**src/hw/rtl/sgs_pkg.sv**
```systemverilog
package sgs_pkg;

	localparam int PATTERN_MAX_DEF = 64;
	localparam int HAYSTACK_MAX    = 4096;
	localparam int CHAR_W          = 16;
	localparam int IDX_W           = 6;
	localparam int LEN_W           = 7;
	localparam int POS_W           = 12;
	localparam int HPOS_W          = 13;
	localparam int GAP_W           = 12;
	localparam logic [GAP_W-1:0] GAP_CAP = '1;
	localparam int OUT_DEPTH       = 4;
	localparam int OUT_PTR_W       = 2;
	localparam int OUT_CNT_W       = 3;

	typedef enum logic {
		KIND_LOAD     = 1'b0,
		KIND_HAYSTACK = 1'b1
	} in_kind_t;

	typedef enum logic {
		RES_MATCH = 1'b0,
		RES_FINAL = 1'b1
	} res_kind_t;

	typedef struct packed {
		in_kind_t          kind;
		logic [IDX_W-1:0]  pattern_index;
		logic [CHAR_W-1:0] char_code;
		logic              haystack_last;
	} in_item_t;

	typedef struct packed {
		res_kind_t                result_kind;
		logic [POS_W-1:0]         match_position;
		logic signed [HPOS_W-1:0] score;
		logic signed [HPOS_W-1:0] first_position;
		logic [HPOS_W-1:0]        end_position;
		logic                     overflow;
		logic                     run_last;
	} res_t;

endpackage

```
**src/hw/rtl/subsequence_gap_scorer_top.sv**
```systemverilog
// Flow: a request is registered at acceptance and is scored from that register once
// the output queue has room; the queue then offers its results from its registers.
// Throughput: one request per cycle while the four-entry output queue holds at most two
// results; a match on the final haystack character yields two results, which leave
// one per cycle while out_ready is high.
// Reset: arst_n clears the pattern length, the match state and the queue at once;
// the pattern store keeps no reset and must be loaded before use.
module subsequence_gap_scorer_top #(
	parameter int PATTERN_MAX = sgs_pkg::PATTERN_MAX_DEF
) (
	input  logic                                clk,
	input  logic                                arst_n,
	input  logic                                cfg_we,
	input  logic [sgs_pkg::LEN_W-1:0]           cfg_wdata,
	input  logic                                in_valid,
	output logic                                in_ready,
	input  logic                                kind,
	input  logic [sgs_pkg::IDX_W-1:0]           pattern_index,
	input  logic [sgs_pkg::CHAR_W-1:0]          char_code,
	input  logic                                haystack_last,
	output logic                                out_valid,
	input  logic                                out_ready,
	output logic                                result_kind,
	output logic [sgs_pkg::POS_W-1:0]           match_position,
	output logic signed [sgs_pkg::HPOS_W-1:0]   score,
	output logic signed [sgs_pkg::HPOS_W-1:0]   first_position,
	output logic [sgs_pkg::HPOS_W-1:0]          end_position,
	output logic                                overflow,
	output logic                                run_last
);

	localparam int AW = (PATTERN_MAX > 1) ? $clog2(PATTERN_MAX) : 1;

	sgs_pkg::in_item_t           item_s1;
	logic                        valid_s1;
	logic                        proc;
	logic                        room;
	logic                        st_we;
	logic [AW-1:0]               st_waddr, st_raddr;
	logic [sgs_pkg::CHAR_W-1:0]  cur_char;
	logic [1:0]                  push_cnt;
	sgs_pkg::res_t               res0, res1, head;

	assign proc     = valid_s1 && room;
	assign in_ready = !valid_s1 || proc;

	always_ff @(posedge clk or negedge arst_n) begin
		if (!arst_n) begin
			valid_s1 <= 1'b0;
		end else if (in_ready) begin
			valid_s1 <= in_valid;
		end
	end

	always_ff @(posedge clk) begin
		if (in_valid && in_ready) begin
			item_s1.kind          <= sgs_pkg::in_kind_t'(kind);
			item_s1.pattern_index <= pattern_index;
			item_s1.char_code     <= char_code;
			item_s1.haystack_last <= haystack_last;
		end
	end

	sgs_store #(
		.PATTERN_MAX(PATTERN_MAX),
		.AW(AW)
	) u_store (
		.clk   (clk),
		.we    (st_we),
		.waddr (st_waddr),
		.wdata (item_s1.char_code),
		.raddr (st_raddr),
		.rdata (cur_char)
	);

	sgs_core #(
		.PATTERN_MAX(PATTERN_MAX),
		.AW(AW)
	) u_core (
		.clk       (clk),
		.arst_n    (arst_n),
		.cfg_we    (cfg_we),
		.cfg_wdata (cfg_wdata),
		.proc      (proc),
		.item      (item_s1),
		.cur_char  (cur_char),
		.st_we     (st_we),
		.st_waddr  (st_waddr),
		.st_raddr  (st_raddr),
		.push_cnt  (push_cnt),
		.res0      (res0),
		.res1      (res1)
	);

	sgs_out_fifo u_out (
		.clk       (clk),
		.arst_n    (arst_n),
		.push_cnt  (push_cnt),
		.d0        (res0),
		.d1        (res1),
		.out_ready (out_ready),
		.out_valid (out_valid),
		.head      (head),
		.room      (room)
	);

	assign result_kind    = head.result_kind;
	assign match_position = head.match_position;
	assign score          = head.score;
	assign first_position = head.first_position;
	assign end_position   = head.end_position;
	assign overflow       = head.overflow;
	assign run_last       = head.run_last;

endmodule

```
**src/hw/rtl/sgs_store.sv**
```systemverilog
module sgs_store #(
	parameter int PATTERN_MAX = sgs_pkg::PATTERN_MAX_DEF,
	parameter int AW = (PATTERN_MAX > 1) ? $clog2(PATTERN_MAX) : 1
) (
	input  logic                        clk,
	input  logic                        we,
	input  logic [AW-1:0]               waddr,
	input  logic [sgs_pkg::CHAR_W-1:0]  wdata,
	input  logic [AW-1:0]               raddr,
	output logic [sgs_pkg::CHAR_W-1:0]  rdata
);

	logic [sgs_pkg::CHAR_W-1:0] mem [PATTERN_MAX];
	logic [sgs_pkg::CHAR_W-1:0] rdata_q;

	always_ff @(posedge clk) begin
		if (we) begin
			mem[waddr] <= wdata;
		end
	end

	// forward a write to the slot being fetched
	always_ff @(posedge clk) begin
		if (we && (waddr == raddr)) begin
			rdata_q <= wdata;
		end else begin
			rdata_q <= mem[raddr];
		end
	end

	assign rdata = rdata_q;

endmodule

```
**src/hw/rtl/sgs_core.sv**
```systemverilog
module sgs_core #(
	parameter int PATTERN_MAX = sgs_pkg::PATTERN_MAX_DEF,
	parameter int AW = (PATTERN_MAX > 1) ? $clog2(PATTERN_MAX) : 1,
	parameter int PW = $clog2(PATTERN_MAX + 1)
) (
	input  logic                        clk,
	input  logic                        arst_n,
	input  logic                        cfg_we,
	input  logic [sgs_pkg::LEN_W-1:0]   cfg_wdata,
	input  logic                        proc,
	input  sgs_pkg::in_item_t           item,
	input  logic [sgs_pkg::CHAR_W-1:0]  cur_char,
	output logic                        st_we,
	output logic [AW-1:0]               st_waddr,
	output logic [AW-1:0]               st_raddr,
	output logic [1:0]                  push_cnt,
	output sgs_pkg::res_t               res0,
	output sgs_pkg::res_t               res1
);

	logic [sgs_pkg::LEN_W-1:0]          pattern_len_q;
	logic [PW-1:0]                      pattern_pos_q, pattern_pos_n;
	logic [sgs_pkg::HPOS_W-1:0]         haystack_pos_q, haystack_pos_n;
	logic [sgs_pkg::GAP_W-1:0]          gap_sum_q, gap_sum_n;
	logic [sgs_pkg::HPOS_W-1:0]         last_end_q, last_end_n;
	logic signed [sgs_pkg::HPOS_W-1:0]  first_seen_q, first_seen_n;
	logic                               too_long_q, too_long_n;

	logic [PW-1:0]                      len;
	logic                               is_hay;
	logic                               hs_over;
	logic                               hit;
	logic                               done;
	logic [sgs_pkg::POS_W-1:0]          p;
	logic [sgs_pkg::HPOS_W-1:0]         gap;
	logic [sgs_pkg::GAP_W+1:0]          gap_tot;
	sgs_pkg::res_t                      ev_match, ev_final;

	always_comb begin
		if (32'(pattern_len_q) > PATTERN_MAX) begin
			len = PW'(PATTERN_MAX);
		end else begin
			len = PW'(pattern_len_q);
		end
	end

	assign is_hay  = (item.kind == sgs_pkg::KIND_HAYSTACK);
	assign hs_over = (haystack_pos_q == sgs_pkg::HPOS_W'(sgs_pkg::HAYSTACK_MAX));
	assign p       = haystack_pos_q[sgs_pkg::POS_W-1:0];
	assign hit     = is_hay && !hs_over && (pattern_pos_q < len) &&
	                 (cur_char == item.char_code);
	assign gap     = {1'b0, p} - last_end_q;
	assign gap_tot = (sgs_pkg::GAP_W+2)'(gap_sum_q) + (sgs_pkg::GAP_W+2)'(gap);

	always_comb begin
		pattern_pos_n  = pattern_pos_q;
		haystack_pos_n = haystack_pos_q;
		gap_sum_n      = gap_sum_q;
		last_end_n     = last_end_q;
		first_seen_n   = first_seen_q;
		too_long_n     = too_long_q;
		if (is_hay) begin
			if (hs_over) begin
				too_long_n = 1'b1;
			end else begin
				haystack_pos_n = haystack_pos_q + 1'b1;
				if (hit) begin
					if (gap_tot > (sgs_pkg::GAP_W+2)'(sgs_pkg::GAP_CAP)) begin
						gap_sum_n = sgs_pkg::GAP_CAP;
					end else begin
						gap_sum_n = gap_tot[sgs_pkg::GAP_W-1:0];
					end
					if (first_seen_q[sgs_pkg::HPOS_W-1]) begin
						first_seen_n = $signed({1'b0, p});
					end
					last_end_n    = {1'b0, p} + 1'b1;
					pattern_pos_n = pattern_pos_q + 1'b1;
				end
			end
		end
	end

	assign done = (pattern_pos_n >= len);

	always_comb begin
		ev_match                = '0;
		ev_match.result_kind    = sgs_pkg::RES_MATCH;
		ev_match.match_position = p;
		ev_match.overflow       = too_long_n;
		ev_match.run_last       = !item.haystack_last;

		ev_final             = '0;
		ev_final.result_kind = sgs_pkg::RES_FINAL;
		ev_final.overflow    = too_long_n;
		ev_final.run_last    = 1'b1;
		if (done) begin
			ev_final.score          = $signed({1'b0, gap_sum_n});
			ev_final.first_position = first_seen_n;
			ev_final.end_position   = last_end_n;
		end else begin
			ev_final.score          = '1;
			ev_final.first_position = '1;
			ev_final.end_position   = '0;
		end
	end

	always_comb begin
		push_cnt = 2'd0;
		res0     = ev_final;
		res1     = ev_final;
		if (proc && is_hay) begin
			if (hit) begin
				res0     = ev_match;
				push_cnt = item.haystack_last ? 2'd2 : 2'd1;
			end else if (item.haystack_last) begin
				push_cnt = 2'd1;
			end
		end
	end

	assign st_we    = proc && !is_hay && (32'(item.pattern_index) < PATTERN_MAX);
	assign st_waddr = AW'(item.pattern_index);

	always_comb begin
		if (proc && is_hay && item.haystack_last) begin
			st_raddr = '0;
		end else if (proc) begin
			st_raddr = AW'(pattern_pos_n);
		end else begin
			st_raddr = AW'(pattern_pos_q);
		end
	end

	always_ff @(posedge clk or negedge arst_n) begin
		if (!arst_n) begin
			pattern_len_q  <= '0;
			pattern_pos_q  <= '0;
			haystack_pos_q <= '0;
			gap_sum_q      <= '0;
			last_end_q     <= '0;
			first_seen_q   <= '1;
			too_long_q     <= 1'b0;
		end else begin
			if (cfg_we) begin
				pattern_len_q <= cfg_wdata;
			end
			if (proc && is_hay) begin
				if (item.haystack_last) begin
					pattern_pos_q  <= '0;
					haystack_pos_q <= '0;
					gap_sum_q      <= '0;
					last_end_q     <= '0;
					first_seen_q   <= '1;
					too_long_q     <= 1'b0;
				end else begin
					pattern_pos_q  <= pattern_pos_n;
					haystack_pos_q <= haystack_pos_n;
					gap_sum_q      <= gap_sum_n;
					last_end_q     <= last_end_n;
					first_seen_q   <= first_seen_n;
					too_long_q     <= too_long_n;
				end
			end
		end
	end

endmodule

```
**src/hw/rtl/sgs_out_fifo.sv**
```systemverilog
module sgs_out_fifo (
	input  logic           clk,
	input  logic           arst_n,
	input  logic [1:0]     push_cnt,
	input  sgs_pkg::res_t  d0,
	input  sgs_pkg::res_t  d1,
	input  logic           out_ready,
	output logic           out_valid,
	output sgs_pkg::res_t  head,
	output logic           room
);

	sgs_pkg::res_t                  buf_q [sgs_pkg::OUT_DEPTH];
	logic [sgs_pkg::OUT_PTR_W-1:0]  wr_ptr_q, rd_ptr_q;
	logic [sgs_pkg::OUT_CNT_W-1:0]  count_q;
	logic                           pop;
	logic [sgs_pkg::OUT_PTR_W-1:0]  wr_ptr_p1;

	assign out_valid = (count_q != '0);
	assign head      = buf_q[rd_ptr_q];
	assign pop       = out_valid && out_ready;
	assign room      = (count_q <= sgs_pkg::OUT_CNT_W'(sgs_pkg::OUT_DEPTH - 2));
	assign wr_ptr_p1 = wr_ptr_q + 1'b1;

	always_ff @(posedge clk) begin
		if (push_cnt != 2'd0) begin
			buf_q[wr_ptr_q] <= d0;
		end
		if (push_cnt == 2'd2) begin
			buf_q[wr_ptr_p1] <= d1;
		end
	end

	always_ff @(posedge clk or negedge arst_n) begin
		if (!arst_n) begin
			wr_ptr_q <= '0;
			rd_ptr_q <= '0;
			count_q  <= '0;
		end else begin
			wr_ptr_q <= wr_ptr_q + sgs_pkg::OUT_PTR_W'(push_cnt);
			if (pop) begin
				rd_ptr_q <= rd_ptr_q + 1'b1;
			end
			count_q <= count_q + sgs_pkg::OUT_CNT_W'(push_cnt) -
			           sgs_pkg::OUT_CNT_W'(pop);
		end
	end

endmodule

```
**config.mk**
```make
export PLATFORM = sky130hd
export DESIGN_NAME = subsequence_gap_scorer_top
export DESIGN_NICKNAME = d
export VERILOG_FILES = /design/src/hw/rtl/sgs_pkg.sv /design/src/hw/rtl/subsequence_gap_scorer_top.sv /design/src/hw/rtl/sgs_store.sv /design/src/hw/rtl/sgs_core.sv /design/src/hw/rtl/sgs_out_fifo.sv
export SDC_FILE = /design/constraint.sdc
export NUM_CORES = 1
export LEC_CHECK = 0
export BUFFER_PORTS_ARGS = -buffer_cell sky130_fd_sc_hd__buf_2
export CORE_ASPECT_RATIO = 1.75
export CORE_MARGIN = 4
export CORE_UTILIZATION = 45
export DETAILED_ROUTE_END_ITERATION = 7
export SKIP_LAST_GASP = 1
export SYNTH_ARGS = -nofsm -noshare
export SYNTH_HDL_FRONTEND = slang
export SYNTH_SLANG_ARGS = --single-unit
```
**constraint.sdc**
```tcl
create_clock -name clk -period 6.06 [get_ports clk]
set_input_delay 0.606 -clock clk [delete_from_list [all_inputs] [get_ports clk]]
set_output_delay 0.606 -clock clk [all_outputs]
set_load 0.05 [all_outputs]
```
# Yosys cells after proc, flatten, opt, wreduce, memory -nomap -nowiden
# Memory sizes are Yosys's and may differ from the RTL's. A register that Yosys moved wholly into a read port is not among the register bits.
# Index checks and enable logic that the tools add are counted.
# word_totals
register_bits,98
latchBits,0
ram_bits,1240
romBits,0
in_bits,36
output_inout_bits,56
mem_count,2
# memory_table
name,words,width,rd,rd_clocked_by_memory_dff,write_ports,line_no,source
u_store.mem,64,16,1,1,1,sgs_store.sv:13,logic [sgs_pkg::CHAR_W-1:0] mem [PATTERN_MAX];
u_out.buf_q,4,54,1,0,2,sgs_out_fifo.sv:13,sgs_pkg::res_t buf_q [sgs_pkg::OUT_DEPTH];
# classes
add_sub_neg,10
n_mul,0
div_mod_pow,0
magnitude_cmp,5
eq_ne,4
shifts,0
muxes,40
n_bitwise,0
n_reduce_logical,18
# ops
cell,n
$mux 13,11
$mux 54,2
$mux 12,6
$mux 39,1
$mux 7,5
$eq 16x16->1,1
$add 12x13->14,1
$gt 14x12->1 const B,1
$add 12x1->13 const B,1
$add 13x1->13 const B,1
$eq 13x13->1 const B,1
$sub 12x13->13,1
$mux 6,2
$mux 1,10
$logic_and 1x1->1,9
$add 7x1->7 const B,1
$ge 7x7->1,1
$gt 7x7->1 const B,1
$lt 7x7->1,1
$mux 2,3
$add 2x1->2 const B,2
$logic_not 1->1,4
$reduce_bool 2->1,2
$add 3x2->3,1
8 further kinds,8

# Logic depth before layout (Yosys ltp)
# depth
word_depth,12
mapped_depth,28
ltp_nobuf,22

# By module
# Synthesis repeated with hierarchy kept, for this count alone.
# hier_totals
cells_unflattened,3110
area_unflattened_um2,57587.7
# modules_own_cells
module,n_inst,cells_per_inst,area_per_inst_um2,seq_area_each_um2
sgs_store,1,1819,39842.0,30869.6
sgs_out_fifo,1,563,11317.1,6661.4
sgs_core,1,699,5647.9,1667.8
subsequence_gap_scorer_top,1,29,780.7,745.7

# Worst setup path after synthesis
# No wires, ideal clock.
# synth_timing
path_kind,flip-flop to flip-flop
from,register with a tool-made name
to,"memory u_out.buf_q[3][10] in the netlist's numbering, data pin"
setup_ps,270
t_arrival_ps,5537
required_ps,5790
slack_ps,253
path_stages_with_launch,26
path_buffers,8
synth_period_minus_slack_ps,5807
path_cell_list,dfxtp_1 > buf_2 > buf_6 > buf_4 > buf_2 > mux4_2 > a22oi_1 > a211oi_1 > a41oi_1 > a21oi_1 > nand4b_1 > nor4_4 > and2_1 > buf_4 > buf_6 > mux2_2 > ha_1 > a21o_1 > a21o_1 > a21o_1 > a21o_1 > a21o_1 > a21oi_1 > clkbuf_1 > clkbuf_1 > nor3_1
# synth_rtl
element,line_no
end: declaration,sgs_out_fifo.sv:13

==> results.json <==
{
  "syn-num-nets": 3092,
  "drive_above_1_share_pct": 27.1,
  "synth_top_area_share_pct": 66.1,
  "h-tree-depth": 3,
  "ys.flop_type": "edfxtp_1",
  "via_per_inst": 6.05,
  "yosysTopAreaCell": "edfxtp_1",
  "post-route-period-util_pct": 97.8,
  "start_util_pct": 45.3,
  "fillCellCount": 9595,
  "die_w_um": 272,
  "synth-seq-area-share_pct": 71.8,
  "critPathKind": "flip-flop to flip-flop",
  "cts_buffer_depth": 3,
  "fmax_ghz": 0.169,
  "dp_slack_ns": 0.0233,
  "slowest_delay_ns": 0.46,
  "path_buf_inv": 3,
  "die_h_um": 470,
  "avgSynthCellArea_um2": 18.2,
  "cp.required_ns": 6.54,
  "final_nets": 3411,
  "cts.reportedPaths.clkPinSlew_ns": 0.07,
  "skew_ns": 0.0367,
  "tightest_slew_ns": 1.26,
  "cp-end-kind": "flip-flop",
  "vias": 30571,
  "hpwlAfterDp_um": 108000,
  "finalWirelength_um": 159000,
  "power.density_nw_per_um2": 341,
  "p_leak_nw": 21.0,
  "layout_commonest_cell": "edfxtp_1",
  "drc": 0,
  "num_rows": 169,
  "final_cell_mix": "1208 x edfxtp_1, 306 x mux4_2, 251 x buf_4",
  "syn-cell-area_um2": 54900,
  "clockRootBuffer": "clkbuf_16",
  "path_cells": "buf_4, buf_4, or2_1, o221ai_1, o221ai_1, a32oi_1, xor2_1, or3b_1, nor4_4, and2_2, mux2_2, ha_1, a21o_1, a21o_1, a21o_1, a21o_1, a21o_1, a21o_2, and4_1, a31oi_1, buf_4, nor2_1",
  "yosys.cell_types.count": 80,
  "wl_per_cell_um": 31.6,
  "cts_tree": "done",
  "slowest_stage": "o221ai_1",
  "drv_slew": 0,
  "worstSkewPairLatency_ns": 0.75,
  "grt_usage_pct": 24.7,
  "relSlewSlack_pct": 15.6,
  "status": "completed",
  "grt_pass1_wl_um": 226000,
  "critical_path.top_delay_family": "compound AO/OA/AOI/OAI gates",
  "die_area_um2": 128000,
  "cp_data_arrival_time_ns": 6.41,
  "io_pins": 92,
  "synth_area_leaders": "edfxtp_1 66%, mux4_2 13%, dfrtp_1 2.8%",
  "numPortBuffers": 91,
  "multiInputGateArea_um2": 14500,
  "hold_viol_final": 0,
  "cts_inserted_buffers": 117,
  "hold_class": "primary input to flip-flop",
  "maxCapViolCount": 0,
  "worst-path-max-fanout": 9,
  "yosysWarnings": 0,
  "netlist_instances": 3007,
  "fin_crit_ns": 5.93,
  "ys_ff_latch": 1344,
  "antenna_found_initial": 1,
  "ys_async_sr_fraction_pct": 5.51,
  "timing.final.ws_setup_ns": 0.133,
  "cts_sinks": 1344,
  "synth_edf_count": 1208,
  "power_mw": 21.5,
  "max-vdd-ir-drop_v": 0.000358,
  "finalSetupTns_ns": 0,
  "area_growth_pct": 14.9,
  "grt_overflow_total": 0,
  "final_core_util_pct": 52.0,
  "ant_nets": 0,
  "grt_pass1_vias": 31303,
  "detail_route.iter0.violations": 3069,
  "place_congestion": 0.940,
  "cp_common_cell": "a21o_1",
  "start_kind": "flip-flop",
  "grt_max_degree": 70,
  "coreArea_um2": 121000,
  "drt_pre_antenna_iters": 6,
  "setup_viol_count_final": 0,
  "whs_ns": 0.0551,
  "regArea_um2": 39400
}
-- state kept, by name (all words and copies together) (netlist names), 3 cells and up, named ones only --
| register | cells |
|---|---|
| u_store.mem | 1024 |
| u_core.gap_sum_q | 12 |
| u_core.haystack_pos_q | 13 |
| u_core.first_seen_q | 13 |
| u_core.pattern_len_q | 7 |
| u_out.buf_q | 216 |
| u_core.last_end_q | 13 |
| u_core.pattern_pos_q | 7 |
| u_out.count_q | 3 |
| item_s1 | 24 |
-- synth_stat cells (7+ instances only) --
cell,instances
o41ai_1,10
a22oi_1,31
nand3_1,30
xnor2_1,24
dfstp_2,13
o22ai_1,29
a22o_1,83
inv_1,40
nand2b_1,23
buf_2,58
edfxtp_1,1208
or3_1,7
nor3b_1,8
buf_4,21
and3_1,22
ha_1,46
nor4_1,7
clkbuf_1,87
a21o_1,12
a31oi_1,14
o21ai_0,69
and2_1,8
mux2i_1,75
mux4_2,306
xor2_1,25
buf_1,14
o22a_1,17
nand2_1,98
nor2b_1,20
dfxtp_1,62
nand3b_1,11
nor2_1,140
nor3_1,66
dfrtp_1,61
mux2_2,18
a21oi_1,120
-- cells by family after synthesis --
| family | count (synthesis) | synth area share (%) |
|---|---|---|
| flip-flops | 1344 | 71.8 |
| AND/OR/NAND/NOR | 481 | 4.42 |
| AO/OA/AOI/OAI | 455 | 5.62 |
| multiplexers | 399 | 14.3 |
| buffers and inverters | 230 | 1.93 |
| XOR/XNOR | 49 | 0.782 |
| adder cells (fa/ha/maj) | 49 | 1.16 |
-- power breakdown --
group	total, mW	switching, mW	leakage (nW)	internal (mW)
Sequential	11.0	0.243	12.4	10.7
Clock	7.49	3.41	1.84	4.08
Combinational	2.99	2.17	6.69	0.828
Total	21.5	5.82	21.0	15.7
-- area by class of cell --
type,instances,area share [%]
Multi-Input combinational cell,1433,22.9
Sequential cell,1344,62.5
Tap cell,1624,3.22
Clock buffer,143,4.90
Clock inverter,78,1.17
Timing Repair Buffer,386,5.01
Inverter,44,0.262
Antenna cell,2,0.00794
-- metal layers --
| metal | track usage (%) | wire [µm] | share of wire [%] | vias up |
|---|---|---|---|---|
| li1 | - | - | - | 12858 |
| met1 | 27.4 | 53300 | 33 | 16034 |
| met2 | 45.0 | 85800 | 54 | 1323 |
| met3 | 2.68 | 8140 | 5.1 | 356 |
| met4 | 15.7 | 12200 | 7.6 | 0 |
| met5 | 0 | 0 | 0 | - |
-- metrics by stage --
| stage | instances | cell area [µm²] |
|---|---|---|
| after floorplan | 3007 | 54900 |
| after global placement | 4811 | 58900 |
| after detailed placement | 4811 | 58900 |
| after CTS | 5042 | 62900 |
| after global routing | 5053 | 63000 |
| final | 5054 | 63100 |
-- repair_timing --
| item | in CTS | in global routing |
|---|---|---|
| cloned | 0 | 2 |
| gates resized for setup | 1 | 4 |
| setup buffers | 1 | 8 |
| hold buffers | 9 | 0 |
| setup endpoints to repair | 4 | 164 |
| hold endpoints to repair | 25 | 0 |
-- worst paths after layout --
kind / startpoint / endpoint / slack, ns / cells past startpoint
setup / recovery: flip-flop / u_out.buf_q[1][2] / 0.13 / 22
hold / removal: char_code[0] / item_s1[1] / 0.06 / 1
setup reg to reg: flip-flop / u_out.buf_q[1][2] / 0.13 / 22
hold reg to reg: u_out.buf_q[0][53] / u_out.buf_q[0][53] / 0.45 / 2
max in group asynchronous: arst_n / u_out.rd_ptr_q[0] / 4.53 / 3
min in group asynchronous: arst_n / u_core.gap_sum_q[11] / 0.30 / 2
Power figures use the tool's default switching activity.
